File: src/rtl/nfpa_pkg.sv
// Shared widths, request and status codes and the map store command for the
// next-fit page allocator. No dependencies.
package nfpa_pkg;

   localparam int WORD_W    = 32;
   localparam int BIT_W     = 5;
   localparam int ROW_W     = 2 * WORD_W;
   localparam int PAGE_W    = 11;
   localparam int IDX_W     = 10;
   localparam int WADDR_W   = IDX_W - BIT_W;
   localparam int MAX_PAGES = 1 << IDX_W;

   localparam logic [PAGE_W-1:0] RESET_PAGE_COUNT = 11'd1024;
   localparam logic [IDX_W-1:0]  RESET_FIRST_USER = 10'd256;

   typedef enum logic [1:0] {
      REQ_ALLOC = 2'd0,
      REQ_FREE  = 2'd1,
      REQ_MARK  = 2'd2
   } req_code_type;

   typedef enum logic [1:0] {
      STAT_OK    = 2'd0,
      STAT_NONE  = 2'd1,
      STAT_RANGE = 2'd2
   } status_code_type;

   typedef enum logic {
      CSR_PAGE_COUNT = 1'b0,
      CSR_FIRST_USER = 1'b1
   } csr_index_type;

   // A row holds the usable bits of 32 pages in its upper half and their
   // allocated bits in its lower half.
   typedef struct packed {
      logic               re;
      logic [WADDR_W-1:0] raddr;
      logic               we;
      logic [WADDR_W-1:0] waddr;
      logic [ROW_W-1:0]   wdata;
   } mem_cmd_type;

endpackage

File: src/rtl/nfpa_req_if.sv
// Request channel of the next-fit page allocator: valid, ready and payload.
// Depends on nfpa_pkg for the page index width.
interface nfpa_req_if;
   logic                      valid;
   logic                      ready;
   logic [1:0]                req_type;
   logic [nfpa_pkg::IDX_W-1:0] page_index;
   logic                      usable_flag;

   modport source (output valid, req_type, page_index, usable_flag, input ready);
   modport sink   (input valid, req_type, page_index, usable_flag, output ready);
endinterface

File: src/rtl/nfpa_rsp_if.sv
// Response channel of the next-fit page allocator: valid, ready and payload.
// Depends on nfpa_pkg for the page index width.
interface nfpa_rsp_if;
   logic                      valid;
   logic                      ready;
   logic [nfpa_pkg::IDX_W-1:0] alloc_page;
   logic [1:0]                status;

   modport source (output valid, alloc_page, status, input ready);
   modport sink   (input valid, alloc_page, status, output ready);
endinterface

File: src/rtl/nfpa_map_store.sv
// Synchronous map store: one row of usable and allocated bits per 32 pages,
// registered read, per-row valid bits cleared at reset. Uses nfpa_pkg.
module nfpa_map_store #(
   parameter int DEPTH = 32
) (
   input  logic                          clock,
   input  logic                          reset,
   input  nfpa_pkg::mem_cmd_type         cmd,
   output logic [nfpa_pkg::ROW_W-1:0]    rdata
);
   import nfpa_pkg::*;

   localparam int AW = (DEPTH > 1) ? $clog2(DEPTH) : 1;

   logic [ROW_W-1:0] mem [DEPTH];
   logic [DEPTH-1:0] row_valid_ff;
   logic [DEPTH-1:0] row_valid_in;
   logic [ROW_W-1:0] q_ff;
   logic             q_valid_ff;

   always_comb begin
      row_valid_in = row_valid_ff;
      if (cmd.we) begin
         row_valid_in[cmd.waddr[AW-1:0]] = 1'b1;
      end
   end

   always_ff @(posedge clock) begin
      if (reset) begin
         row_valid_ff <= '0;
      end else begin
         row_valid_ff <= row_valid_in;
      end
   end

   always_ff @(posedge clock) begin
      if (cmd.we) begin
         mem[cmd.waddr[AW-1:0]] <= cmd.wdata;
      end
   end

   always_ff @(posedge clock) begin
      if (cmd.re) begin
         q_ff       <= mem[cmd.raddr[AW-1:0]];
         q_valid_ff <= row_valid_ff[cmd.raddr[AW-1:0]];
      end
   end

   // A row never written since reset reads as all clear.
   assign rdata = q_valid_ff ? q_ff : '0;

endmodule

File: src/rtl/nfpa_word_scan.sv
// Searches one map row for the lowest usable, free page inside a page window
// and returns the row with that page marked allocated. Uses nfpa_pkg.
module nfpa_word_scan (
   input  logic [nfpa_pkg::ROW_W-1:0]   row,
   input  logic [nfpa_pkg::WADDR_W-1:0] waddr,
   input  logic [nfpa_pkg::PAGE_W-1:0]  lo,
   input  logic [nfpa_pkg::PAGE_W-1:0]  hi,
   output logic                         hit,
   output logic [nfpa_pkg::PAGE_W-1:0]  page,
   output logic [nfpa_pkg::ROW_W-1:0]   new_row
);
   import nfpa_pkg::*;

   logic [WORD_W-1:0] usable_w;
   logic [WORD_W-1:0] alloc_w;
   logic [WORD_W-1:0] window;
   logic [WORD_W-1:0] avail;
   logic [WORD_W-1:0] lowest;
   logic [BIT_W-1:0]  pos;

   assign usable_w = row[ROW_W-1:WORD_W];
   assign alloc_w  = row[WORD_W-1:0];

   always_comb begin
      logic [PAGE_W-1:0] page_j;
      page_j = '0;
      for (int j = 0; j < WORD_W; j++) begin
         page_j    = {{(PAGE_W-IDX_W){1'b0}}, waddr, BIT_W'(j)};
         window[j] = (page_j >= lo) && (page_j < hi);
      end
   end

   assign avail  = usable_w & ~alloc_w & window;
   assign lowest = avail & (~avail + 1'b1);
   assign hit    = |avail;

   always_comb begin
      pos = '0;
      for (int j = 0; j < WORD_W; j++) begin
         if (lowest[j]) begin
            pos = pos | BIT_W'(j);
         end
      end
   end

   assign page    = {{(PAGE_W-IDX_W){1'b0}}, waddr, pos};
   assign new_row = {usable_w, alloc_w | lowest};

endmodule

File: src/rtl/next_fit_page_allocator.sv
// Next-fit page allocator. An in-range free or mark request reads its map row and writes it
// back before it answers; an out-of-range one or an unused code answers without a map access.
// An allocate reads map rows from the next-fit pointer on, wraps to the first user page if that
// finds nothing, and reports none found after both; at most 33 rows of 32 pages are read.
// One request is in progress at a time; a finished response waits in an output register.
// Synchronous reset clears the row valid bits so both maps read empty, and sets page count
// 1024, first user page 256 and the next-fit pointer to 256.
module next_fit_page_allocator #(
   parameter int NUM_PAGES = 1024
) (
   input  logic                         clock,
   input  logic                         reset,
   nfpa_req_if.sink                     req_ch,
   nfpa_rsp_if.source                   rsp_ch,
   input  logic                         csr_we,
   input  logic                         csr_index,
   input  logic [nfpa_pkg::PAGE_W-1:0]  csr_wdata
);
   import nfpa_pkg::*;

   localparam int STORE_PAGES = (NUM_PAGES < MAX_PAGES) ? NUM_PAGES : MAX_PAGES;
   localparam int WORDS       = (STORE_PAGES + WORD_W - 1) / WORD_W;
   localparam int COUNT_MAX   = (1 << PAGE_W) - 1;
   localparam int CAP_INT     = (NUM_PAGES < COUNT_MAX) ? NUM_PAGES : COUNT_MAX;
   localparam logic [PAGE_W-1:0] COUNT_CAP = PAGE_W'(CAP_INT);
   localparam logic [PAGE_W-1:0] STORE_CAP = PAGE_W'(STORE_PAGES);

   typedef enum logic [4:0] {
      IDLE   = 5'b00001,
      START  = 5'b00010,
      SCAN   = 5'b00100,
      MODIFY = 5'b01000,
      DONE   = 5'b10000
   } fsm_state_type;

   fsm_state_type       state_ff, state_in;
   logic [PAGE_W-1:0]   count_ff, count_in;
   logic [IDX_W-1:0]    fup_ff, fup_in;
   logic [PAGE_W-1:0]   ptr_ff, ptr_in;
   logic [1:0]          op_ff, op_in;
   logic [IDX_W-1:0]    idx_ff, idx_in;
   logic                flag_ff, flag_in;
   logic                seg_ff, seg_in;
   logic [PAGE_W-1:0]   lo_ff, lo_in;
   logic [PAGE_W-1:0]   hi_ff, hi_in;
   logic [WADDR_W-1:0]  addr_ff, addr_in;
   logic [WADDR_W-1:0]  last_ff, last_in;
   logic                iss_done_ff, iss_done_in;
   logic                rd_pend_ff, rd_pend_in;
   logic [WADDR_W-1:0]  rd_addr_ff, rd_addr_in;
   logic [IDX_W-1:0]    res_page_ff, res_page_in;
   logic [1:0]          res_status_ff, res_status_in;
   logic                rsp_valid_ff, rsp_valid_in;
   logic [IDX_W-1:0]    rsp_page_ff, rsp_page_in;
   logic [1:0]          rsp_status_ff, rsp_status_in;

   logic [PAGE_W-1:0]   cnt_eff;
   logic [PAGE_W-1:0]   hi1;
   logic [PAGE_W-1:0]   hi2;
   logic [PAGE_W-1:0]   seg_lo;
   logic [PAGE_W-1:0]   seg_hi;
   logic [PAGE_W-1:0]   seg_hi_m1;
   logic                req_acc;
   logic                idx_ok;
   mem_cmd_type         mem_cmd;
   logic [ROW_W-1:0]    mem_rdata;
   logic                scan_hit;
   logic [PAGE_W-1:0]   scan_page;
   logic [ROW_W-1:0]    scan_row;
   logic [WORD_W-1:0]   mod_usable;
   logic [WORD_W-1:0]   mod_alloc;

   nfpa_map_store #(.DEPTH(WORDS)) u_store (
      .clock (clock),
      .reset (reset),
      .cmd   (mem_cmd),
      .rdata (mem_rdata)
   );

   nfpa_word_scan u_scan (
      .row     (mem_rdata),
      .waddr   (rd_addr_ff),
      .lo      (lo_ff),
      .hi      (hi_ff),
      .hit     (scan_hit),
      .page    (scan_page),
      .new_row (scan_row)
   );

   assign cnt_eff   = (count_ff > COUNT_CAP) ? COUNT_CAP : count_ff;
   assign hi1       = (cnt_eff > STORE_CAP) ? STORE_CAP : cnt_eff;
   assign hi2       = (ptr_ff < hi1) ? ptr_ff : hi1;
   assign seg_lo    = seg_ff ? {{(PAGE_W-IDX_W){1'b0}}, fup_ff} : ptr_ff;
   assign seg_hi    = seg_ff ? hi2 : hi1;
   assign seg_hi_m1 = seg_hi - 1'b1;
   assign req_acc   = req_ch.valid && req_ch.ready;
   assign idx_ok    = {{(PAGE_W-IDX_W){1'b0}}, req_ch.page_index} < cnt_eff;

   always_comb begin
      state_in      = state_ff;
      count_in      = count_ff;
      fup_in        = fup_ff;
      ptr_in        = ptr_ff;
      op_in         = op_ff;
      idx_in        = idx_ff;
      flag_in       = flag_ff;
      seg_in        = seg_ff;
      lo_in         = lo_ff;
      hi_in         = hi_ff;
      addr_in       = addr_ff;
      last_in       = last_ff;
      iss_done_in   = iss_done_ff;
      rd_pend_in    = rd_pend_ff;
      rd_addr_in    = rd_addr_ff;
      res_page_in   = res_page_ff;
      res_status_in = res_status_ff;
      rsp_valid_in  = rsp_valid_ff;
      rsp_page_in   = rsp_page_ff;
      rsp_status_in = rsp_status_ff;
      mem_cmd       = '0;
      mod_usable    = mem_rdata[ROW_W-1:WORD_W];
      mod_alloc     = mem_rdata[WORD_W-1:0];

      if (csr_we) begin
         case (csr_index_type'(csr_index))
            CSR_PAGE_COUNT: begin
               count_in = csr_wdata;
            end
            CSR_FIRST_USER: begin
               fup_in = csr_wdata[IDX_W-1:0];
            end
            default: begin
            end
         endcase
      end

      if (rsp_valid_ff && rsp_ch.ready) begin
         rsp_valid_in = 1'b0;
      end

      case (state_ff)
         IDLE: begin
            if (req_acc) begin
               op_in         = req_ch.req_type;
               idx_in        = req_ch.page_index;
               flag_in       = req_ch.usable_flag;
               res_page_in   = '0;
               res_status_in = STAT_OK;
               case (req_code_type'(req_ch.req_type))
                  REQ_ALLOC: begin
                     seg_in   = 1'b0;
                     state_in = START;
                  end
                  REQ_FREE, REQ_MARK: begin
                     if (idx_ok) begin
                        mem_cmd.re    = 1'b1;
                        mem_cmd.raddr = req_ch.page_index[IDX_W-1:BIT_W];
                        state_in      = MODIFY;
                     end else begin
                        res_status_in = STAT_RANGE;
                        state_in      = DONE;
                     end
                  end
                  default: begin
                     state_in = DONE;
                  end
               endcase
            end
         end
         START: begin
            if (seg_lo < seg_hi) begin
               lo_in       = seg_lo;
               hi_in       = seg_hi;
               addr_in     = seg_lo[IDX_W-1:BIT_W];
               last_in     = seg_hi_m1[IDX_W-1:BIT_W];
               iss_done_in = 1'b0;
               rd_pend_in  = 1'b0;
               state_in    = SCAN;
            end else if (!seg_ff) begin
               seg_in = 1'b1;
            end else begin
               res_status_in = STAT_NONE;
               state_in      = DONE;
            end
         end
         SCAN: begin
            rd_pend_in = 1'b0;
            if (!iss_done_ff) begin
               mem_cmd.re    = 1'b1;
               mem_cmd.raddr = addr_ff;
               rd_pend_in    = 1'b1;
               rd_addr_in    = addr_ff;
               if (addr_ff == last_ff) begin
                  iss_done_in = 1'b1;
               end else begin
                  addr_in = addr_ff + 1'b1;
               end
            end
            if (rd_pend_ff && scan_hit) begin
               mem_cmd.we    = 1'b1;
               mem_cmd.waddr = rd_addr_ff;
               mem_cmd.wdata = scan_row;
               ptr_in        = scan_page + 1'b1;
               res_page_in   = scan_page[IDX_W-1:0];
               state_in      = DONE;
            end else if (iss_done_ff && !rd_pend_ff) begin
               if (!seg_ff) begin
                  seg_in   = 1'b1;
                  state_in = START;
               end else begin
                  res_status_in = STAT_NONE;
                  state_in      = DONE;
               end
            end
         end
         MODIFY: begin
            if (op_ff == REQ_FREE) begin
               mod_alloc[idx_ff[BIT_W-1:0]] = 1'b0;
            end else begin
               mod_usable[idx_ff[BIT_W-1:0]] = flag_ff;
            end
            mem_cmd.we    = 1'b1;
            mem_cmd.waddr = idx_ff[IDX_W-1:BIT_W];
            mem_cmd.wdata = {mod_usable, mod_alloc};
            state_in      = DONE;
         end
         DONE: begin
            if (!rsp_valid_ff || rsp_ch.ready) begin
               rsp_valid_in  = 1'b1;
               rsp_page_in   = res_page_ff;
               rsp_status_in = res_status_ff;
               state_in      = IDLE;
            end
         end
         default: begin
            state_in = IDLE;
         end
      endcase
   end

   always_ff @(posedge clock) begin
      if (reset) begin
         state_ff     <= IDLE;
         count_ff     <= RESET_PAGE_COUNT;
         fup_ff       <= RESET_FIRST_USER;
         ptr_ff       <= {{(PAGE_W-IDX_W){1'b0}}, RESET_FIRST_USER};
         seg_ff       <= 1'b0;
         iss_done_ff  <= 1'b0;
         rd_pend_ff   <= 1'b0;
         rsp_valid_ff <= 1'b0;
      end else begin
         state_ff     <= state_in;
         count_ff     <= count_in;
         fup_ff       <= fup_in;
         ptr_ff       <= ptr_in;
         seg_ff       <= seg_in;
         iss_done_ff  <= iss_done_in;
         rd_pend_ff   <= rd_pend_in;
         rsp_valid_ff <= rsp_valid_in;
      end
   end

   always_ff @(posedge clock) begin
      op_ff         <= op_in;
      idx_ff        <= idx_in;
      flag_ff       <= flag_in;
      lo_ff         <= lo_in;
      hi_ff         <= hi_in;
      addr_ff       <= addr_in;
      last_ff       <= last_in;
      rd_addr_ff    <= rd_addr_in;
      res_page_ff   <= res_page_in;
      res_status_ff <= res_status_in;
      rsp_page_ff   <= rsp_page_in;
      rsp_status_ff <= rsp_status_in;
   end

   assign req_ch.ready      = (state_ff == IDLE);
   assign rsp_ch.valid      = rsp_valid_ff;
   assign rsp_ch.alloc_page = rsp_page_ff;
   assign rsp_ch.status     = rsp_status_ff;

   a_one_request: assert property (@(posedge clock) disable iff (reset)
      req_acc |=> !req_ch.ready)
      else $error("request accepted while another is in progress");

   a_single_bit_write: assert property (@(posedge clock) disable iff (reset)
      mem_cmd.we |-> $countones(mem_cmd.wdata ^ mem_rdata) <= 1)
      else $error("map write changes more than one bit");

   a_ptr_moves_on_hit: assert property (@(posedge clock) disable iff (reset)
      !$past(reset) && ptr_ff != $past(ptr_ff) |-> $past(mem_cmd.we && state_ff == SCAN))
      else $error("next-fit pointer moved without an allocation");

   a_ptr_past_page: assert property (@(posedge clock) disable iff (reset)
      state_ff == DONE && op_ff == REQ_ALLOC && res_status_ff == STAT_OK
      |-> ptr_ff == {{(PAGE_W-IDX_W){1'b0}}, res_page_ff} + 1'b1)
      else $error("pointer does not follow the allocated page");

endmodule

File: src/flat_wrapper.sv
// flat-port wrapper written by rule: the top's interface ports become plain ports
module next_fit_page_allocator_flat import nfpa_pkg::*;
#(
   parameter int NUM_PAGES = 1024
)
  (clock, reset, csr_we, csr_index, csr_wdata, req_ch_valid, req_ch_req_type, req_ch_page_index, req_ch_usable_flag, req_ch_ready, rsp_ch_valid, rsp_ch_alloc_page, rsp_ch_status, rsp_ch_ready);
  nfpa_req_if req_ch_i ();
  nfpa_rsp_if rsp_ch_i ();
  input  logic clock;
  input  logic reset;
  input  logic csr_we;
  input  logic csr_index;
  input  logic [nfpa_pkg::PAGE_W-1:0] csr_wdata;
  input wire logic [$bits(req_ch_i.valid)-1:0] req_ch_valid;
  input wire logic [$bits(req_ch_i.req_type)-1:0] req_ch_req_type;
  input wire logic [$bits(req_ch_i.page_index)-1:0] req_ch_page_index;
  input wire logic [$bits(req_ch_i.usable_flag)-1:0] req_ch_usable_flag;
  output wire logic [$bits(req_ch_i.ready)-1:0] req_ch_ready;
  output wire logic [$bits(rsp_ch_i.valid)-1:0] rsp_ch_valid;
  output wire logic [$bits(rsp_ch_i.alloc_page)-1:0] rsp_ch_alloc_page;
  output wire logic [$bits(rsp_ch_i.status)-1:0] rsp_ch_status;
  input wire logic [$bits(rsp_ch_i.ready)-1:0] rsp_ch_ready;
  assign req_ch_i.valid = req_ch_valid;
  assign req_ch_i.req_type = req_ch_req_type;
  assign req_ch_i.page_index = req_ch_page_index;
  assign req_ch_i.usable_flag = req_ch_usable_flag;
  assign req_ch_ready = req_ch_i.ready;
  assign rsp_ch_valid = rsp_ch_i.valid;
  assign rsp_ch_alloc_page = rsp_ch_i.alloc_page;
  assign rsp_ch_status = rsp_ch_i.status;
  assign rsp_ch_i.ready = rsp_ch_ready;
  next_fit_page_allocator #(.NUM_PAGES(NUM_PAGES)) u_core (.clock(clock), .reset(reset), .req_ch(req_ch_i), .rsp_ch(rsp_ch_i), .csr_we(csr_we), .csr_index(csr_index), .csr_wdata(csr_wdata));
endmodule
File: config.mk
export PLATFORM = sky130hd
export DESIGN_NAME = next_fit_page_allocator_flat
export DESIGN_NICKNAME = d
export VERILOG_FILES = /design/src/rtl/nfpa_pkg.sv /design/src/rtl/nfpa_req_if.sv /design/src/rtl/nfpa_rsp_if.sv /design/src/rtl/nfpa_map_store.sv /design/src/rtl/nfpa_word_scan.sv /design/src/rtl/next_fit_page_allocator.sv /design/src/flat_wrapper.sv
export SDC_FILE = /design/constraint.sdc
export NUM_CORES = 2
export LEC_CHECK = 0
export ABC_CLOCK_PERIOD_IN_PS = 7830
export BUFFER_PORTS_ARGS = -buffer_cell sky130_fd_sc_hd__buf_2
export CORE_MARGIN = 1.5
export CORE_UTILIZATION = 35
export DETAILED_ROUTE_END_ITERATION = 6
export PLACE_DENSITY = 0.54
export SETUP_SLACK_MARGIN = 0.2
export SYNTH_ARGS = -nofsm -noshare
export SYNTH_HDL_FRONTEND = slang
export SYNTH_SLANG_ARGS = --single-unit
File: constraint.sdc
create_clock -name clock -period 7.83 [get_ports clock]
set_input_delay 0.783 -clock clock [delete_from_list [all_inputs] [get_ports clock]]
set_output_delay 0.783 -clock clock [all_outputs]
set_load 0.1 [all_outputs]
Word level (Yosys, flattened, before mapping). Memory sizes are Yosys's and may differ from the RTL's. A register that Yosys moved wholly into a read port is not among the register bits. Index checks and enable logic that the tools add are counted.

Add/subtract/negate cells: 4. $lt $le $gt $ge: 74. Eq/ne operators: 23. Muxes and demuxes: 184. Bitwise gates (word level): 9. Reductions and logical operators: 60.

Operator list (count): < comparator 10 x 11 -> 1 bit (33); >= comparator 10 x 11 -> 1 bit (32); 2-to-1 mux 5 bit (51); 2-to-1 mux 11 bit (13); 2-to-1 mux 70 bit (2); one-hot mux 70 bit (2 select lines) (1); bitwise AND 32 bit (4); 2-to-1 mux 32 bit (4); 2-to-1 mux 10 bit (10); inverter 32 bit (3); 2-to-1 mux 6 bit (11); 2-to-1 mux 64 bit (1); bitwise OR 32 bit (2); 2-to-1 mux 2 bit (28); logical AND 1 bit (38); 2-to-1 mux 1 bit (38); adder 32 x 1 -> 32 bit, second input constant (1); bitwise mux 32 bit (1); 2-to-1 mux 4 bit (8); OR reduction 32 bit (1); one-hot mux 5 bit (5 select lines) (1); greater-than comparator 11 bit, second input constant (2); < comparator 11 bit (2); one-hot mux 10 bit (2 select lines) (1); other kinds (35) (66).

Bits in registers: 148. RAM bits: 2048. Bits of input ports: 30. Word-level logic and storage cells: 377. Memories: 1.

Memories: u_core.u_store.mem (words 32, bits a word 64, read ports 1, clocked after memory_dff 1, write ports 1, line nfpa_map_store.sv:15) `logic [ROW_W-1:0] mem [DEPTH];`.

Longest topological paths before layout.
Depth after elaboration: 41. Gate-level depth with buffers: 22. Depth with buffers taken out: 20.

Cells and area by module. A second synthesis with hierarchy kept.

Cell total of the unflattened synthesis: 4638. Area, all modules: 90093.9 um^2.

By module, submodules not included: nfpa_map_store (times used 1, cells each 3465, area each 80233.2 um^2, sequential area each 64091.5 um^2); next_fit_page_allocator (times used 1, cells each 766, area each 6894.1 um^2, sequential area each 3042.9 um^2); nfpa_word_scan (times used 1, cells each 407, area each 2966.6 um^2, sequential area each 0.0 um^2).

Worst setup path after synthesis. No wires, ideal clock.

Path kind: reg2reg. From: reg u_core.rd_addr_ff[0]. To: mem u_core.u_store.mem[12][0] (netlist bit) (enable). Setup time: 0.486 ns. Arrival: 5.986 ns. Slack: 1.358 ns. Stages on the path, launching flop included: 16. Path buffers: 1. Clock period less this slack: 6.472 ns. Cell sequence: edfxtp_1 > inv_1 > ha_1 > nor2b_1 > o21a_1 > o21a_1 > o31ai_1 > o211ai_2 > nor4_4 > nand3b_2 > and2_4 > buf_6 > a21oi_4 > a32oi_2 > or2_2 > nor2_1.

Longest elaborated chain between the ends: 10.

Ends and longest elaborated chain: start: declaration (line next_fit_page_allocator.sv:50) `logic [WADDR_W-1:0] rd_addr_ff, rd_addr_in;`; start signal: assignment (line next_fit_page_allocator.sv:271) `rd_addr_ff <= rd_addr_in;`; >= comparator 10 x 11 -> 1 bit or < comparator 10 x 11 -> 1 bit (tied branches) (line nfpa_word_scan.sv:29) `window[j] = (page_j >= lo) && (page_j < hi);`; logical AND 1 bit (line nfpa_word_scan.sv:29); bitwise AND 32 bit (line nfpa_word_scan.sv:33) `assign avail = usable_w & ~alloc_w & window;`; OR reduction 32 bit (line nfpa_word_scan.sv:35) `assign hit = |avail;`; logical AND 1 bit (line next_fit_page_allocator.sv:199) `if (rd_pend_ff && scan_hit) begin`; 2-to-1 mux 70 bit (*) (line next_fit_page_allocator.sv:199); 2-to-1 mux 70 bit (*) (line next_fit_page_allocator.sv:141) `case (state_ff)`; one-hot mux 70 bit (2 select lines) (*) (line next_fit_page_allocator.sv:141); 2-to-1 mux 1 bit (line nfpa_map_store.sv:37) `if (cmd.we) begin`; 2-to-1 mux 1 bit (implied by the code) (line nfpa_map_store.sv:38) `mem[cmd.waddr[AW-1:0]] <= cmd.wdata;`; end: declaration (line nfpa_map_store.sv:15).

Mark *: on every way between the ends. The rest lies on a longest branch, timed or not. The select of a mux whose other input is x is not followed.

Final worst setup path.
From: reg u_core.rd_addr_ff[3]. To: mem u_core.u_store.mem[4][40] (netlist bit) (enable).

Same word-level chain as after synthesis.

==> results.ini <==
[grt]
grt_max_degree = 173
grt_pass1_wl_microns = 434000
grt_pass1_vias = 58736
grt_usage_pct = 22.0
grt-ovfl-total = 0
antenna_found_initial = 8

[min_path]
min_path_cells = 1
hold_path.startpoint = req_ch_page_index[4]
hold_path_class = in -> reg
min_to = u_core.idx_ff[4]

[place]
io_buffers = 43
dp.cells = 10669
dpl_cell_area_sq_um = 98700
dp_hpwl_microns = 169000
gp_congestion = 0.964

[clocking]
cts_tree = built
ctsRootBufferMaster = clkbuf_16
clk_latency_ps = 920
clk_pin_slew_ps = 70
htreeDepth = 4
cts_resized = 0
cts_sinks = 2260
clock_path_buffers = 3
numCtsBuffers = 228
hold_buffers = 5
cts_setup_buffers = 0

[route]
drc = 0
drt-total-wl_microns = 305000
postRouteAntennaNets = 0
viasPerCell = 5.60
first_pass_iters = 6
post_drt_wl_per_cell_microns = 27.5
drtIter0Drc = 7012
route.vias.total = 62130

[layout]
filler_cell_count = 24674
utilization_pct = 39.9
instances_no_fill = 11089
layout-drive-gt1-share_pct = 10.1
fin_area_sq_um = 106000
num-nets-final = 7447
synthToLayoutAreaGrowth_pct = 13.2

[die]
dieArea_sq_um = 270000
chipWidth_microns = 520
start_util_pct = 35.2
std_cell_rows = 189
ioPinCount = 44
die_h_microns = 520
coreArea_sq_um = 266000

[critical_path]
required_ps = 8310
critPathBufInv = 1
path_class = reg -> reg
r2r-start = u_core.rd_addr_ff[3]
reg2reg_depth = 13
slowest_stage = buf_4
cp.arrival_ps = 7060
crit_path_max_fanout = 58
r2r_end = u_core.u_store.mem[4][40]
crit_family = simple AND/OR/NAND/NOR gates
cpPeakStageDelay_ps = 800
rrSetupSlack_ps = 1250
startpoint_type = flip-flop
cp_cell_sequence = ha_1 -> a211oi_2 -> or3_1 -> nand2_2 -> o221a_2 -> nor4b_4 -> nand4_4 -> nand3b_2 -> and3_4 -> o21ai_0 -> nand3_1 -> nor2_4 -> buf_4
critical_path_depth = 13
endpoint_kind = flip-flop

[synth]
netlist_area_sq_um = 93600
syn_inst = 7379
syn_nets = 7454
ys_types = 120
ys_warn_count = 0
ys_seq_area_share_pct = 71.7
ys_ff_latch = 2260
synth_edf_count = 2187
synthFlopType = edfxtp_1
syn_avg_cell_area_sq_um = 12.7
async_reset_ff_share_pct = 0

[power]
p_leak_nw = 34.4
ir_worst_vdd_mv = 0.260
p_per_area_nw_per_um2 = 264

[run]
cap_violations = 0

[sta]
skew_ps = 75.0
fin_crit_ps = 6580
whs_ps = 71.8
hold_viol_final = 0
final-max-slew-violation-count = 0
relSlewSlack_pct = 8.75
grt_setup_unrepaired = false
setup-tns-final_ps = 0
max_freq_mhz = 152
setup_viol = 0
finalCritPeriodShare_pct = 84.1
tightest_slew_ps = 1370

[outcome]
outcome = finished clean

cell families (layout without fill, tap and decap cells):
kind of cell    count (synthesis)  after routing  share of synthesized area [%]
simple gates                 3378           3378                           15.8
flops                        2260           2260                           71.7
compound gates               1014           1014                           7.80
buf+inv                       544            717                           2.60
mux                           119            119                           1.29
fa+ha+maj                      45             45                          0.602
xor+xnor                       19             19                          0.178
other cells                     0              4                              0
layout make-up:
cell class	count	area [sq um]	area share (%)
Antenna cell	4	10.0	0.00945
Clock buffer	285	6030	5.69
Clock inverter	125	1140	1.08
Inverter	54	203	0.191
Multi-Input combinational cell	4575	24800	23.4
Sequential cell	2260	67100	63.4
Tap cell	3533	4420	4.17
Timing Repair Buffer	253	2240	2.11
worst register-to-register path: stages (launching register included):
cell	delay, ps
edfxtp_1	630
ha_1	450
a211oi_2	250
or3_1	610
nand2_2	220
o221a_2	420
nor4b_4	410
nand4_4	370
nand3b_2	400
and3_4	440
o21ai_0	230
nand3_1	560
nor2_4	300
buf_4	800
flip-flops by register name, indices dropped and copies added, names as in the netlist, 10 cells and up:
signal / count
u_core.u_store.q_ff: 64
u_core.rsp_ch.alloc_page: 10
u_core.count_ff: 11
u_core.res_page_ff: 10
u_core.idx_ff: 10
u_core.hi_ff: 11
u_core.ptr_ff: 11
u_core.u_store.mem: 2048
u_core.lo_ff: 11
u_core.fup_ff: 10
u_core.u_store.row_valid_ff: 32
power breakdown:
group	internal [mW]	total [mW]	leakage, nW	switching [mW]
Clock	5.88	10.6	3.49	4.70
Sequential	13.4	13.7	17.4	0.238
Combinational	1.05	3.66	13.5	2.61
Total	20.4	27.9	34.4	7.55
metrics by stage:
stage | power, mW | setup slack (ps)
2_1_floorplan | 16.2 | 1360
3_3_place_gp | 17.6 | 1470
3_5_place_dp | 17.6 | 1360
4_1_cts | 28.1 | 1300
5_1_grt | 28.8 | 965
6_report | 27.9 | 1250
worst max path at each step:
stage / slack, ps / endpoint / startpoint
finish: 1250 / u_core.u_store.mem[4][40] / u_core.rd_addr_ff[3]
floorplan: 1360 / u_core.u_store.mem[12][0] / u_core.rd_addr_ff[0]
global route: 960 / u_core.u_store.mem[4][43] / u_core.rd_addr_ff[3]
CTS: 1300 / u_core.u_store.mem[4][43] / u_core.rd_addr_ff[3]
global placement: 1470 / u_core.seg_ff / u_core.count_ff[10]
detailed placement: 1360 / u_core.u_store.mem[4][43] / u_core.rd_addr_ff[3]
metal layers:
metal  vias up  global-route usage, %  share of wire [%]
met3       427                   2.96                6.7
met2      2566                   34.7                 46
met4         4                   7.18                3.1
met5         -                      0             0.0088
li1      27454                      -                  -
met1     31679                   31.3                 44
Yosys cell counts (all sizes together) (6+ instances only):
master	count	area share, %
a2111oi	10	0.15
a211oi	40	0.36
a21o	23	0.19
a21oi	235	1.3
a221oi	52	0.49
a22o	7	0.066
a22oi	30	0.26
a311oi	166	1.6
a31oi	158	1.1
a32o	9	0.096
a32oi	9	0.10
and2	15	0.11
and3	150	1.0
buf	226	1.3
clkbuf	264	1.1
dfxtp	73	1.6
edfxtp	2187	70
ha	45	0.60
inv	54	0.22
mux2	14	0.17
mux2i	105	1.1
nand2	2047	8.2
nand2b	7	0.047
nand3	823	4.4
nand3b	9	0.076
nand4	18	0.16
nand4b	7	0.079
nor2	179	0.72
nor2b	15	0.10
nor3	42	0.25
nor3b	9	0.083
nor4	8	0.083
o2111ai	9	0.091
o211ai	16	0.15
o21a	12	0.096
o21ai	83	0.45
o221ai	53	0.50
o22ai	53	0.38
o31ai	6	0.059
or2	9	0.060
or3	12	0.096
xnor2	14	0.13
cell usage in the layout (no fill, tap or decap), drive strengths merged, types with 53 or more instances in the layout:
cell type,n
a31oi,158
o221ai,53
edfxtp,2187
clkinv,101
a21oi,235
o22ai,53
and3,150
dfxtp,73
mux2i,105
a311oi,166
clkbuf,285
nor2,179
nand2,2047
inv,62
nand3,823
o21ai,83
buf,248
No activity file was read; power rests on OpenSTA's default activity.
